File: config.mk
export PLATFORM = sky130hd
export DESIGN_NAME = mutual_information_accumulator
export DESIGN_NICKNAME = d
export VERILOG_FILES = /design/src/rtl/mia_pkg.sv /design/src/rtl/mia_front.sv /design/src/rtl/mia_back.sv /design/src/rtl/mutual_information_accumulator.sv
export SDC_FILE = /design/constraint.sdc
export NUM_CORES = 2
export LEC_CHECK = 0
export BUFFER_PORTS_ARGS = -buffer_cell sky130_fd_sc_hd__clkbuf_2
export CORE_AREA = 3 3 475 477
export CTS_BUF_LIST = sky130_fd_sc_hd__clkbuf_2 sky130_fd_sc_hd__clkbuf_4 sky130_fd_sc_hd__clkbuf_8
export CTS_CLUSTER_DIAMETER = 150
export DETAILED_ROUTE_END_ITERATION = 8
export DIE_AREA = 0 0 478 480
export GPL_TIMING_DRIVEN = 0
export PLACE_DENSITY = 0.54
export RECOVER_POWER = 50
export SYNTH_ARGS = -nofsm -noshare
export SYNTH_HDL_FRONTEND = slang
export SYNTH_SLANG_ARGS = --single-unit
File: constraint.sdc
create_clock -name clk_i -period 11.8 [get_ports clk_i]
set_clock_uncertainty 0.05 [all_clocks]
set_input_delay 1.18 -clock clk_i [delete_from_list [all_inputs] [get_ports clk_i]]
set_output_delay 1.18 -clock clk_i [all_outputs]
set_load 0.03 [all_outputs]
File: src/rtl/mia_pkg.sv
// Package: types, constants and log helper for the MI accumulator.
`timescale 1ns / 1ps
package mia_pkg;
  localparam int ProbFracBits = 16;
  localparam int ProbWidth = ProbFracBits + 1;
  localparam int LogRounds = 16;
  localparam int ExpWidth = 5;
  localparam logic [29:0] Ln2Q30 = 30'd744261118;
  localparam int QueueDepth = 2;

  typedef struct packed {
    logic [ProbWidth-1:0] marginal_first;
    logic [ProbWidth-1:0] marginal_second;
    logic [ProbWidth-1:0] joint_prob;
    logic                 last_cell;
  } mia_in_t;

  typedef struct packed {
    logic signed [31:0] mutual_information;
    logic               saturated;
  } mia_out_t;

  // Classified job for the back end.
  typedef struct packed {
    logic                 active;
    logic                 last_cell;
    logic [ProbWidth-1:0] joint_prob;
    logic [ProbWidth-1:0] m1;
    logic [ProbWidth-1:0] m2;
  } mia_job_t;

  // Index of the top set bit of a nonzero value.
  function automatic logic [ExpWidth-1:0] top_bit(input logic [ProbWidth-1:0] x);
    logic [ExpWidth-1:0] e;
    e = '0;
    for (int i = 0; i < ProbWidth; i++) begin
      if (x[i]) e = ExpWidth'(i);
    end
    return e;
  endfunction
endpackage

File: src/rtl/mia_front.sv
// Front end: accepts cells, flags zero cells, queues jobs.
`timescale 1ns / 1ps
module mia_front import mia_pkg::*; (
  input  logic     clk_i,
  input  logic     rst_ni,
  input  logic     in_valid_i,
  output logic     in_stall_o,
  input  mia_in_t  in_data_i,
  output logic     job_valid_o,
  input  logic     job_take_i,
  output mia_job_t job_o
);
  mia_job_t q_mem_q [QueueDepth];
  logic rd_q, wr_q;
  logic [1:0] cnt_q;
  logic push, pop;
  mia_job_t job;

  assign in_stall_o = (cnt_q == 2'(QueueDepth));
  assign push = in_valid_i && !in_stall_o;
  assign job_valid_o = (cnt_q != 2'd0);
  assign pop = job_valid_o && job_take_i;
  assign job_o = q_mem_q[rd_q];

  always_comb begin
    job.active = (in_data_i.marginal_first != '0) && (in_data_i.marginal_second != '0)
                 && (in_data_i.joint_prob != '0);
    job.last_cell = in_data_i.last_cell;
    job.joint_prob = in_data_i.joint_prob;
    job.m1 = in_data_i.marginal_first;
    job.m2 = in_data_i.marginal_second;
  end

  always_ff @(posedge clk_i) begin
    if (push) q_mem_q[wr_q] <= job;
  end

  always_ff @(posedge clk_i or negedge rst_ni) begin
    if (!rst_ni) begin
      rd_q <= 1'b0;
      wr_q <= 1'b0;
      cnt_q <= 2'd0;
    end else begin
      if (push) wr_q <= !wr_q;
      if (pop) rd_q <= !rd_q;
      cnt_q <= cnt_q + 2'(push) - 2'(pop);
    end
  end
endmodule

File: src/rtl/mia_back.sv
// Back end: sequential log2, ln scaling, saturating accumulate.
`timescale 1ns / 1ps
module mia_back import mia_pkg::*; (
  input  logic     clk_i,
  input  logic     rst_ni,
  input  logic     job_valid_i,
  output logic     job_take_o,
  input  mia_job_t job_i,
  output logic     out_valid_o,
  input  logic     out_stall_i,
  output mia_out_t out_data_o
);
  typedef enum logic [2:0] {
    S_IDLE, S_LOAD, S_SQR, S_NEXT, S_LN, S_TERM, S_ACC
  } state_e;

  state_e state_q;
  mia_job_t job_q;
  logic [1:0] which_q;
  logic [4:0] round_q;
  logic [31:0] m_q;
  logic [15:0] frac_q;
  logic signed [23:0] d_q;
  logic signed [23:0] l_q;
  logic signed [32:0] term_q;
  logic signed [31:0] sum_q;
  logic clip_q;
  logic out_valid_q;
  mia_out_t out_q;

  logic [ProbWidth-1:0] opnd;
  logic [ExpWidth-1:0] e;
  logic [63:0] sq;
  logic [33:0] msq;
  logic signed [23:0] lg;
  logic signed [53:0] dprod;
  logic [53:0] dmag;
  logic signed [23:0] lnr;
  logic signed [41:0] tprod;
  logic [41:0] tmag;
  logic signed [32:0] trm, s33;
  logic signed [31:0] sat;
  logic clip;

  assign out_valid_o = out_valid_q;
  assign out_data_o = out_q;
  assign job_take_o = (state_q == S_IDLE) && job_valid_i &&
                      !(job_i.last_cell && !job_i.active && out_valid_q);

  always_comb begin
    unique case (which_q)
      2'd0: opnd = job_q.joint_prob;
      2'd1: opnd = job_q.m1;
      default: opnd = job_q.m2;
    endcase
    e = top_bit(opnd);
    sq = 64'(m_q) * 64'(m_q);
    msq = sq[63:30];
    lg = (24'(e) - 24'(ProbFracBits)) * 24'sd65536 + 24'(frac_q);
    dprod = 54'(d_q) * $signed({24'd0, Ln2Q30});
    dmag = dprod[53] ? -dprod : dprod;
    dmag = (dmag + (54'd1 << 29)) >> 30;
    lnr = dprod[53] ? -24'(dmag) : 24'(dmag);
    tprod = 42'(l_q) * $signed({25'd0, job_q.joint_prob});
    tmag = tprod[41] ? -tprod : tprod;
    tmag = (tmag + (42'd1 << (ProbFracBits - 1))) >> ProbFracBits;
    trm = tprod[41] ? -33'(tmag) : 33'(tmag);
    // registered term keeps the multiply apart from the saturating add
    s33 = 33'(sum_q) + term_q;
    clip = (s33[32] != s33[31]);
    sat = clip ? (s33[32] ? 32'sh8000_0000 : 32'sh7fff_ffff) : s33[31:0];
  end

  always_ff @(posedge clk_i or negedge rst_ni) begin
    if (!rst_ni) begin
      state_q <= S_IDLE;
      out_valid_q <= 1'b0;
      sum_q <= '0;
      clip_q <= 1'b0;
      which_q <= '0;
      round_q <= '0;
    end else begin
      if (out_valid_q && !out_stall_i) out_valid_q <= 1'b0;
      unique case (state_q)
        S_IDLE: if (job_take_o) begin
          job_q <= job_i;
          which_q <= 2'd0;
          d_q <= '0;
          if (job_i.active) state_q <= S_LOAD;
          else if (job_i.last_cell) begin
            out_q <= '{mutual_information: sum_q, saturated: clip_q};
            out_valid_q <= 1'b1;
            sum_q <= '0;
            clip_q <= 1'b0;
          end
        end
        S_LOAD: begin
          m_q <= 32'(opnd) << (30 - int'(e));
          frac_q <= '0;
          round_q <= '0;
          state_q <= S_SQR;
        end
        S_SQR: begin
          if (msq[33:31] != 3'd0) begin
            m_q <= msq[32:1];
            frac_q <= {frac_q[14:0], 1'b1};
          end else begin
            m_q <= msq[31:0];
            frac_q <= {frac_q[14:0], 1'b0};
          end
          if (round_q == 5'(LogRounds - 1)) state_q <= S_NEXT;
          round_q <= round_q + 5'd1;
        end
        S_NEXT: begin
          d_q <= (which_q == 2'd0) ? d_q + lg : d_q - lg;
          if (which_q == 2'd2) state_q <= S_LN;
          else begin
            which_q <= which_q + 2'd1;
            state_q <= S_LOAD;
          end
        end
        S_LN: begin
          l_q <= lnr;
          state_q <= S_TERM;
        end
        S_TERM: begin
          term_q <= trm;
          state_q <= S_ACC;
        end
        S_ACC: if (!(job_q.last_cell && out_valid_q)) begin
          state_q <= S_IDLE;
          if (job_q.last_cell) begin
            out_q <= '{mutual_information: sat, saturated: clip_q | clip};
            out_valid_q <= 1'b1;
            sum_q <= '0;
            clip_q <= 1'b0;
          end else begin
            sum_q <= sat;
            clip_q <= clip_q | clip;
          end
        end
        default: state_q <= S_IDLE;
      endcase
    end
  end
endmodule

File: src/rtl/mutual_information_accumulator.sv
// Top level of the mutual information accumulator.
// Each accepted word is one joint-histogram cell (Q1.16 joint and two
// marginals). Cells with all three nonzero add joint*ln(joint/(m1*m2)) to a
// saturating Q15.16 sum in nats; the last cell emits the sum and clip flag.
// The front end accepts a cell per cycle, unless the two-entry queue is
// full. The back end takes a cell from the queue only when idle, computes
// three log2 values one after another (load, 16 squaring rounds, combine),
// then steps through ln scaling, term and accumulate; a zero cell is done
// as soon as it is taken. A last cell that finds the previous result word
// still waiting is held until that word is taken. The shared squaring
// multiplier keeps the back end to one cell at a time.
`timescale 1ns / 1ps
module mutual_information_accumulator import mia_pkg::*; (
  input  logic     clk_i,
  input  logic     rst_ni,
  input  logic     in_valid_i,
  output logic     in_stall_o,
  input  mia_in_t  in_data_i,
  output logic     out_valid_o,
  input  logic     out_stall_i,
  output mia_out_t out_data_o
);
  logic job_valid, job_take;
  mia_job_t job;

  mia_front u_front (
    .clk_i, .rst_ni, .in_valid_i, .in_stall_o, .in_data_i,
    .job_valid_o(job_valid), .job_take_i(job_take), .job_o(job)
  );

  mia_back u_back (
    .clk_i, .rst_ni, .job_valid_i(job_valid), .job_take_o(job_take),
    .job_i(job), .out_valid_o, .out_stall_i, .out_data_o
  );
endmodule

# ---- After elaboration in Yosys (flattened, before gate mapping)
# Memory sizes are Yosys's and may differ from the RTL's.
# Cells that the tools add are included.
# W data, S select, Z words.
dict set report classes {
  muxes 67
  mul 3
  n_eq_ne 19
  addsub 16
  bitwise 1
  n_reduce_logical 35
  n_shift 1
}
# op count
set op_table {}
lappend op_table {{$mux W32} 8}
lappend op_table {{$mux W33} 5}
lappend op_table {{$pmux W32 S2} 2}
lappend op_table {{$mux W24} 3}
lappend op_table {{$pmux W33 S2} 1}
lappend op_table {{$mul A32 B32 Y64} 1}
lappend op_table {{$add A54 B30 Y54 const B} 1}
lappend op_table {{$mux W54} 1}
lappend op_table {{$neg A54 Y54} 1}
lappend op_table {{$mul A24 B30 Y53 const B} 1}
lappend op_table {{$reduce_bool A17 Y1} 3}
lappend op_table {{$pmux W24 S2} 1}
lappend op_table {{$add A42 B16 Y42 const B} 1}
lappend op_table {{$mul A24 B18 Y42} 1}
lappend op_table {{$mux W42} 1}
lappend op_table {{$neg A42 Y42} 1}
lappend op_table {{$pmux W17 S2} 1}
lappend op_table {{$add A32 B33 Y33} 1}
lappend op_table {{$neg A26 Y33} 1}
lappend op_table {{$mux W4} 8}
lappend op_table {{$pmux W16 S2} 1}
lappend op_table {{$shl A17 B32 Y32} 1}
lappend op_table {{$mux W3} 9}
lappend op_table {{$mux W26} 1}
lappend op_table {{other kinds (38)} 87}
dict set report totals {
  register_bits 262
  ramBits 106
  wordCells 164
  mem_count 1
}
# name depth word_bits rd rd_ports_with_merged_regs wr line
set memory_table {}
lappend memory_table {u_front.q_mem_q 2 53 1 0 1 mia_front.sv:13} ;# mia_job_t q_mem_q [QueueDepth];

# ---- Depth between registers and ports, before layout
dict set report logic_depth {
  word_depth 23
  mapped_depth 44
  depth_no_buf 38
}

# ---- Modules after synthesis
# Synthesis repeated with hierarchy kept, for this count alone.
dict set report hier_totals {
  cells_unflattened 8208
  hier_area_um2 77842.2
}
# module cells_per_inst area_each_um2 seq_area_each_um2 n_inst
set modules_own_cells {}
lappend modules_own_cells {mia_back 8006 73684.4 7527.2 1}
lappend modules_own_cells {mia_front 202 4157.7 3283.1 1}

# ---- Worst setup path before layout
# Ideal clock, no wire load.
dict set report synth_timing {
  kind {reg-to-reg}
  from {register u_back.l_q[14]}
  to {register u_back.term_q[24], data pin}
  setup_time_ps 258
  path_stages_with_launch 45
  path_slack_ps 988
  arrival_time_ps 10505
  n_path_buf 7
  synth_period_minus_slack_ps 10812
  cell_sequence {edfxtp_1 clkbuf_1 clkbuf_1 nand2_1 fa_1 inv_1 fa_1 inv_1 fa_1 inv_1 fa_1 fa_1 inv_1 fa_1 inv_1 ha_1 buf_2 a21o_1 [9 not listed] clkbuf_1 clkbuf_1 nand2_1 xnor2_1 ha_1 inv_1 or2_0 or3_1 nor4_1 a21o_1 a21bo_2 and2_1 nor3b_1 o2111ai_1 nor3_2 nand2_1 o41a_1 xnor2_1}
}
dict set report synth_between {
  elab_chain_len 6
}
# item line
set synth_lines {}
lappend synth_lines {{start: declaration} mia_back.sv:24} ;# logic signed [23:0] l_q;
lappend synth_lines {{start signal: assignment} mia_back.sv:123} ;# l_q <= lnr;
lappend synth_lines {{$mul A24 B18 Y42 *} mia_back.sv:64} ;# tprod = 42'(l_q) * $signed({25'd0, job_q.joint_prob});
lappend synth_lines {{$neg A42 Y42} mia_back.sv:65} ;# tmag = tprod[41] ? -tprod : tprod;
lappend synth_lines {{$mux W42} mia_back.sv:65}
lappend synth_lines {{$add A42 B16 Y42} mia_back.sv:66} ;# tmag = (tmag + (42'd1 << (ProbFracBits - 1))) >> ProbFracBits;
lappend synth_lines {{$neg A26 Y33} mia_back.sv:67} ;# trm = tprod[41] ? -33'(tmag) : 33'(tmag);
lappend synth_lines {{$mux W26 *} mia_back.sv:67}
lappend synth_lines {{net u_back.trm[24]} mia_back.sv:41} ;# logic signed [32:0] trm, s33;
lappend synth_lines {{end signal: assignment} mia_back.sv:127} ;# term_q <= trm;
lappend synth_lines {{end: declaration} mia_back.sv:25} ;# logic signed [32:0] term_q;
# Mark *: on every way through the listed nets, which the timed path passes. The rest lies on a longest branch.
# A chain may end at the register's enable or synchronous reset.

# ---- Worst setup path in the final report
dict set report layout_timing {
  from {register u_back.m_q[21]}
  to {register u_back.m_q[15], data pin}
}
dict set report layout_between {
  elab_chain_len 4
}
# item line
set layout_lines {}
lappend layout_lines {{start: declaration} mia_back.sv:21} ;# logic [31:0] m_q;
lappend layout_lines {{start signal: assignment} mia_back.sv:98} ;# m_q <= 32'(opnd) << (30 - int'(e));
lappend layout_lines {{start signal: assignment} mia_back.sv:105} ;# m_q <= msq[32:1];
lappend layout_lines {{start signal: assignment} mia_back.sv:108} ;# m_q <= msq[31:0];
lappend layout_lines {{$mul A32 B32 Y64 *} mia_back.sv:57} ;# sq = 64'(m_q) * 64'(m_q);
lappend layout_lines {{$reduce_bool A3 Y1} mia_back.sv:104} ;# if (msq[33:31] != 3'd0) begin
lappend layout_lines {{$mux W32 *} mia_back.sv:104}
lappend layout_lines {{$pmux W32 S2 *} mia_back.sv:84} ;# unique case (state_q)
# Every way passes the cells marked *; elsewhere a longest branch is shown, timed or not.

==> reports/results.md <==
* complete, but fails checks — result of the run
* capacitance limit, slew limit — violated checks
* 69 — number of CTS-inserted buffers
* 21.2 µm — wire per inst
* 375000 µm — first-pass GRT wire length
* 0 — DRC violation count after routing
* u_back.m_q[15]$_DFFE_PP_ — Crit Reg-Reg Endpoint
* 0 — remaining global-route overflow
* 34 — count of cells along the worst register-to-register path
* 3 — clk buf depth
* 478 µm — die outline width
* 0.06 ns — CTS clk-pin slew, worst paths
* 0 — hold buffer count at CTS
* 15300 µm — amount of wire on met3 after detailed routing
* 88.1 MHz — highest clock frequency the design can meet
* 0.130 — Synth async-reset ratio
* 3 — total number of H-tree levels
* 0.379 — final core utilization
* 1 — worst hold path cell count
* 0.74 ns — clock latency on the worst-skew pair
* 0.45 ns — setup slack of the most critical reg-to-reg path
* 242000 µm — Total Routed Length
* 119 — unique cell type count in the Yosys netlist
* 0.350 — Initial Utilization
* u_back.m_q[21]$_DFFE_PP_ — start of the worst register-to-register path
* 8 — WP buf/inv
* 0.213 — global-route total usage across every layer
* 0.229 mm² — die area
* 0 — setup-violating endpoint count in the final report
* 173 — standard-cell rows
* 9.52 µm² — Mean Syn Cell Area
* 215 — number of max-slew violations in the final report
* register — critical path endpoint category
* 205000 µm — post-detail-place hpwl
* 61200 — number of global-route vias before repair
* 3.86 ns — Slew @ Worst Pin
* 480 µm — Die Height
* 103000 µm — sum of routed wire segments on met1
* 11.35 ns — clock period minus worst slack
* inv_1 — commonest non-fill, non-tap cell in the layout
* 8.45% — area delta synth->final
* u_front.wr_q$_DFFE_PN0P_ — capture endpoint of the worst hold path
* 0 — count of final hold-check violations
* 34 — number of gates on the worst path with buffers counted
* 368 — number of synthesized register bits
* 114000 µm — Detail Route met2 WL
* 54 — largest net degree at the start of global routing
* 0.86 ns — Critical Path Max Stage Delay
* u_front.wr_q$_DFFE_PN0P_ — Hold Startpoint
* 36 — number of antenna violations at the first check in global routing
* 368 — sink count of the clock tree
* 12.28 ns — required arrival time at the worst endpoint
* 0 — YS warnings
* inv_1, fa_1, nand2_1, ha_1, and2_1 — commonest cells after routing, fill and taps aside
* 90 — number of buffer cells added on primary ports
* adder cells — Top delay family on crit path
* 8152 — cell count after synthesis
* 57300 — vias after detailed routing
* 0 — Post-DRT Antenna Nets
* fa_1 — crit-path most repeated cell
* 0.222 mm² — Placeable Area
* 320 — Post-synth EDFFs
* built — clock tree from TritonCTS
* edfxtp_1 — flip-flop cell with the highest count after synthesis
* 5.02 — Avg Vias per Cell
* 0.139 — sequential area share after synthesis
* -1.57 — max_slew headroom
* 91 — I/O pin total
* 0.0776 mm² — synthesized cell area
* met5 — highest metal layer with signal wires
* 3780 — DRC violation total after the first TritonRoute iteration
* 8 — iteration count of the initial detailed-routing pass
* u_back.m_q[21]$_DFFE_PP_ — beginning of the critical path
* 10600 — NumNets Final
* 6 — Max Cap Violations
* 0.962 — period utilisation layout
* clkbuf_1 — cell type of the slowest stage on the worst timing path
* register to register — Min-Delay Path Class
* register — nature of the critical path startpoint
* 11.83 ns — worst path arrival time
* 10 — critical-path maximum fanout
* register to register — type of the worst setup path
* 0.0582 — layout cell share with drive strength beyond 1
* clkbuf_8 — root buffer cell
* 10400 — net count after synthesis
* 0.969 — last weighted congestion value of the routability-driven placer
how the worst max path moves through the flow:
stage                                              to
final                        u_back.m_q[15]$_DFFE_PP_
after global routing      u_back.term_q[24]$_DFFE_PP_
after CTS                    u_back.m_q[15]$_DFFE_PP_
after detailed placement  u_back.term_q[24]$_DFFE_PP_
after global placement    u_back.term_q[24]$_DFFE_PP_
after floorplan           u_back.term_q[24]$_DFFE_PP_
cell families after synthesis:
family	count (synthesis)	synth area share
AOI/OAI and AO/OA	950	0.0800
muxes	122	0.0168
xor gates and xnor gates	340	0.0389
and+or+nand+nor	2016	0.127
buffers and inverters	2171	0.105
adders and majority gates	2185	0.493
DFF	368	0.139
flip-flops by register name, summed over array words and instances (netlist names):
register,count
u_front.q_mem_q,106
u_back.job_q,52
u_back.out_data_o,33
u_back.term_q,33
u_back.m_q,32
u_back.sum_q,32
u_back.d_q,24
u_back.l_q,24
u_back.frac_q,16
u_back.round_q,5
u_back.state_q,3
u_back.which_q,2
u_front.cnt_q,2
u_back.clip_q,1
u_back.out_valid_o,1
u_front.rd_q,1
u_front.wr_q,1
through the flow:
| stage | instance area [µm²] | TNS, ns | setup slack [ns] | std cells | hold slack (ns) |
|---|---|---|---|---|---|
| floorplan | 77600 | 0 | 0.988 | 8152 | 0.411 |
| global placement | 81800 | -48.28 | -1.80 | 11200 | 0.426 |
| detailed placement | 82000 | -51.78 | -1.82 | 11200 | 0.443 |
| CTS | 83800 | 0 | 0.000177 | 11400 | 0.357 |
| global route | 84100 | -0.0349 | -0.0349 | 11400 | 0.466 |
| finish | 84200 | 0 | 0.450 | 11400 | 0.457 |
area by class of cell:
cell class,count,area (µm²)
inverter,1903,7150
clock inverter,33,435
clock buffer,94,1170
timing repair buffer,170,1050
multi-input combinational,5613,58700
buffer,250,1090
antenna,18,45.0
fill,22300,138000
tap,2975,3720
sequential,368,10800
synthesized netlist by cell type, types with 11 or more instances:
library cell	count	share of area
inv_1	1894	0.092
fa_1	1451	0.37
nand2_1	807	0.039
ha_1	732	0.12
and2_1	367	0.030
nor2_1	346	0.017
edfxtp_1	320	0.12
a21oi_1	293	0.019
clkbuf_1	247	0.012
xnor2_1	218	0.025
o21ai_0	175	0.011
xor2_1	118	0.013
a21o_1	88	0.0085
nor3_1	78	0.0050
nand3_1	74	0.0048
mux2_2	65	0.0094
mux2i_1	57	0.0074
dfrtp_1	48	0.015
o211ai_1	44	0.0043
or3_1	41	0.0033
nor2b_1	40	0.0032
nand4_1	36	0.0029
nand2b_1	35	0.0028
nor4_1	35	0.0028
o21a_1	34	0.0033
a31oi_1	32	0.0026
o21bai_1	30	0.0029
and3_1	29	0.0023
o31ai_1	25	0.0024
or2_2	24	0.0019
a211oi_1	21	0.0020
a22o_1	21	0.0024
o21ai_1	20	0.0013
o22ai_1	19	0.0015
nor3b_1	15	0.0015
a21boi_0	11	0.0011
nand3b_1	11	0.0011
or4_1	11	0.0011
layer usage:
metal  track usage  vias to the layer above
met1         0.279                    29200
met2         0.355                     1737
met4        0.0754                       22
met5             0                        -
met3        0.0363                      406
li1              -                    26000
worst reg2reg max path, delay by kind of cell, from the launching register on:
family,cells,cell delay [ns]
AO/OA/AOI/OAI,12,2.84
adder cells (fa/ha/maj),9,4.31
buffers and inverters,8,2.00
flip-flops,1,0.65
AND/OR/NAND/NOR,5,1.33
what timing repair did:
item | CTS | global route
gates resized for setup | 49 | 104
endpoints found under the hold margin | 0 | 0
pin swaps | 1 | 3
endpoints found under the setup margin | 72 | 62
setup buffers | 21 | 52
Power is left out: the tool's default activity adds up to more than one toggle a clock period on the data nets, which glitch-free logic cannot reach.
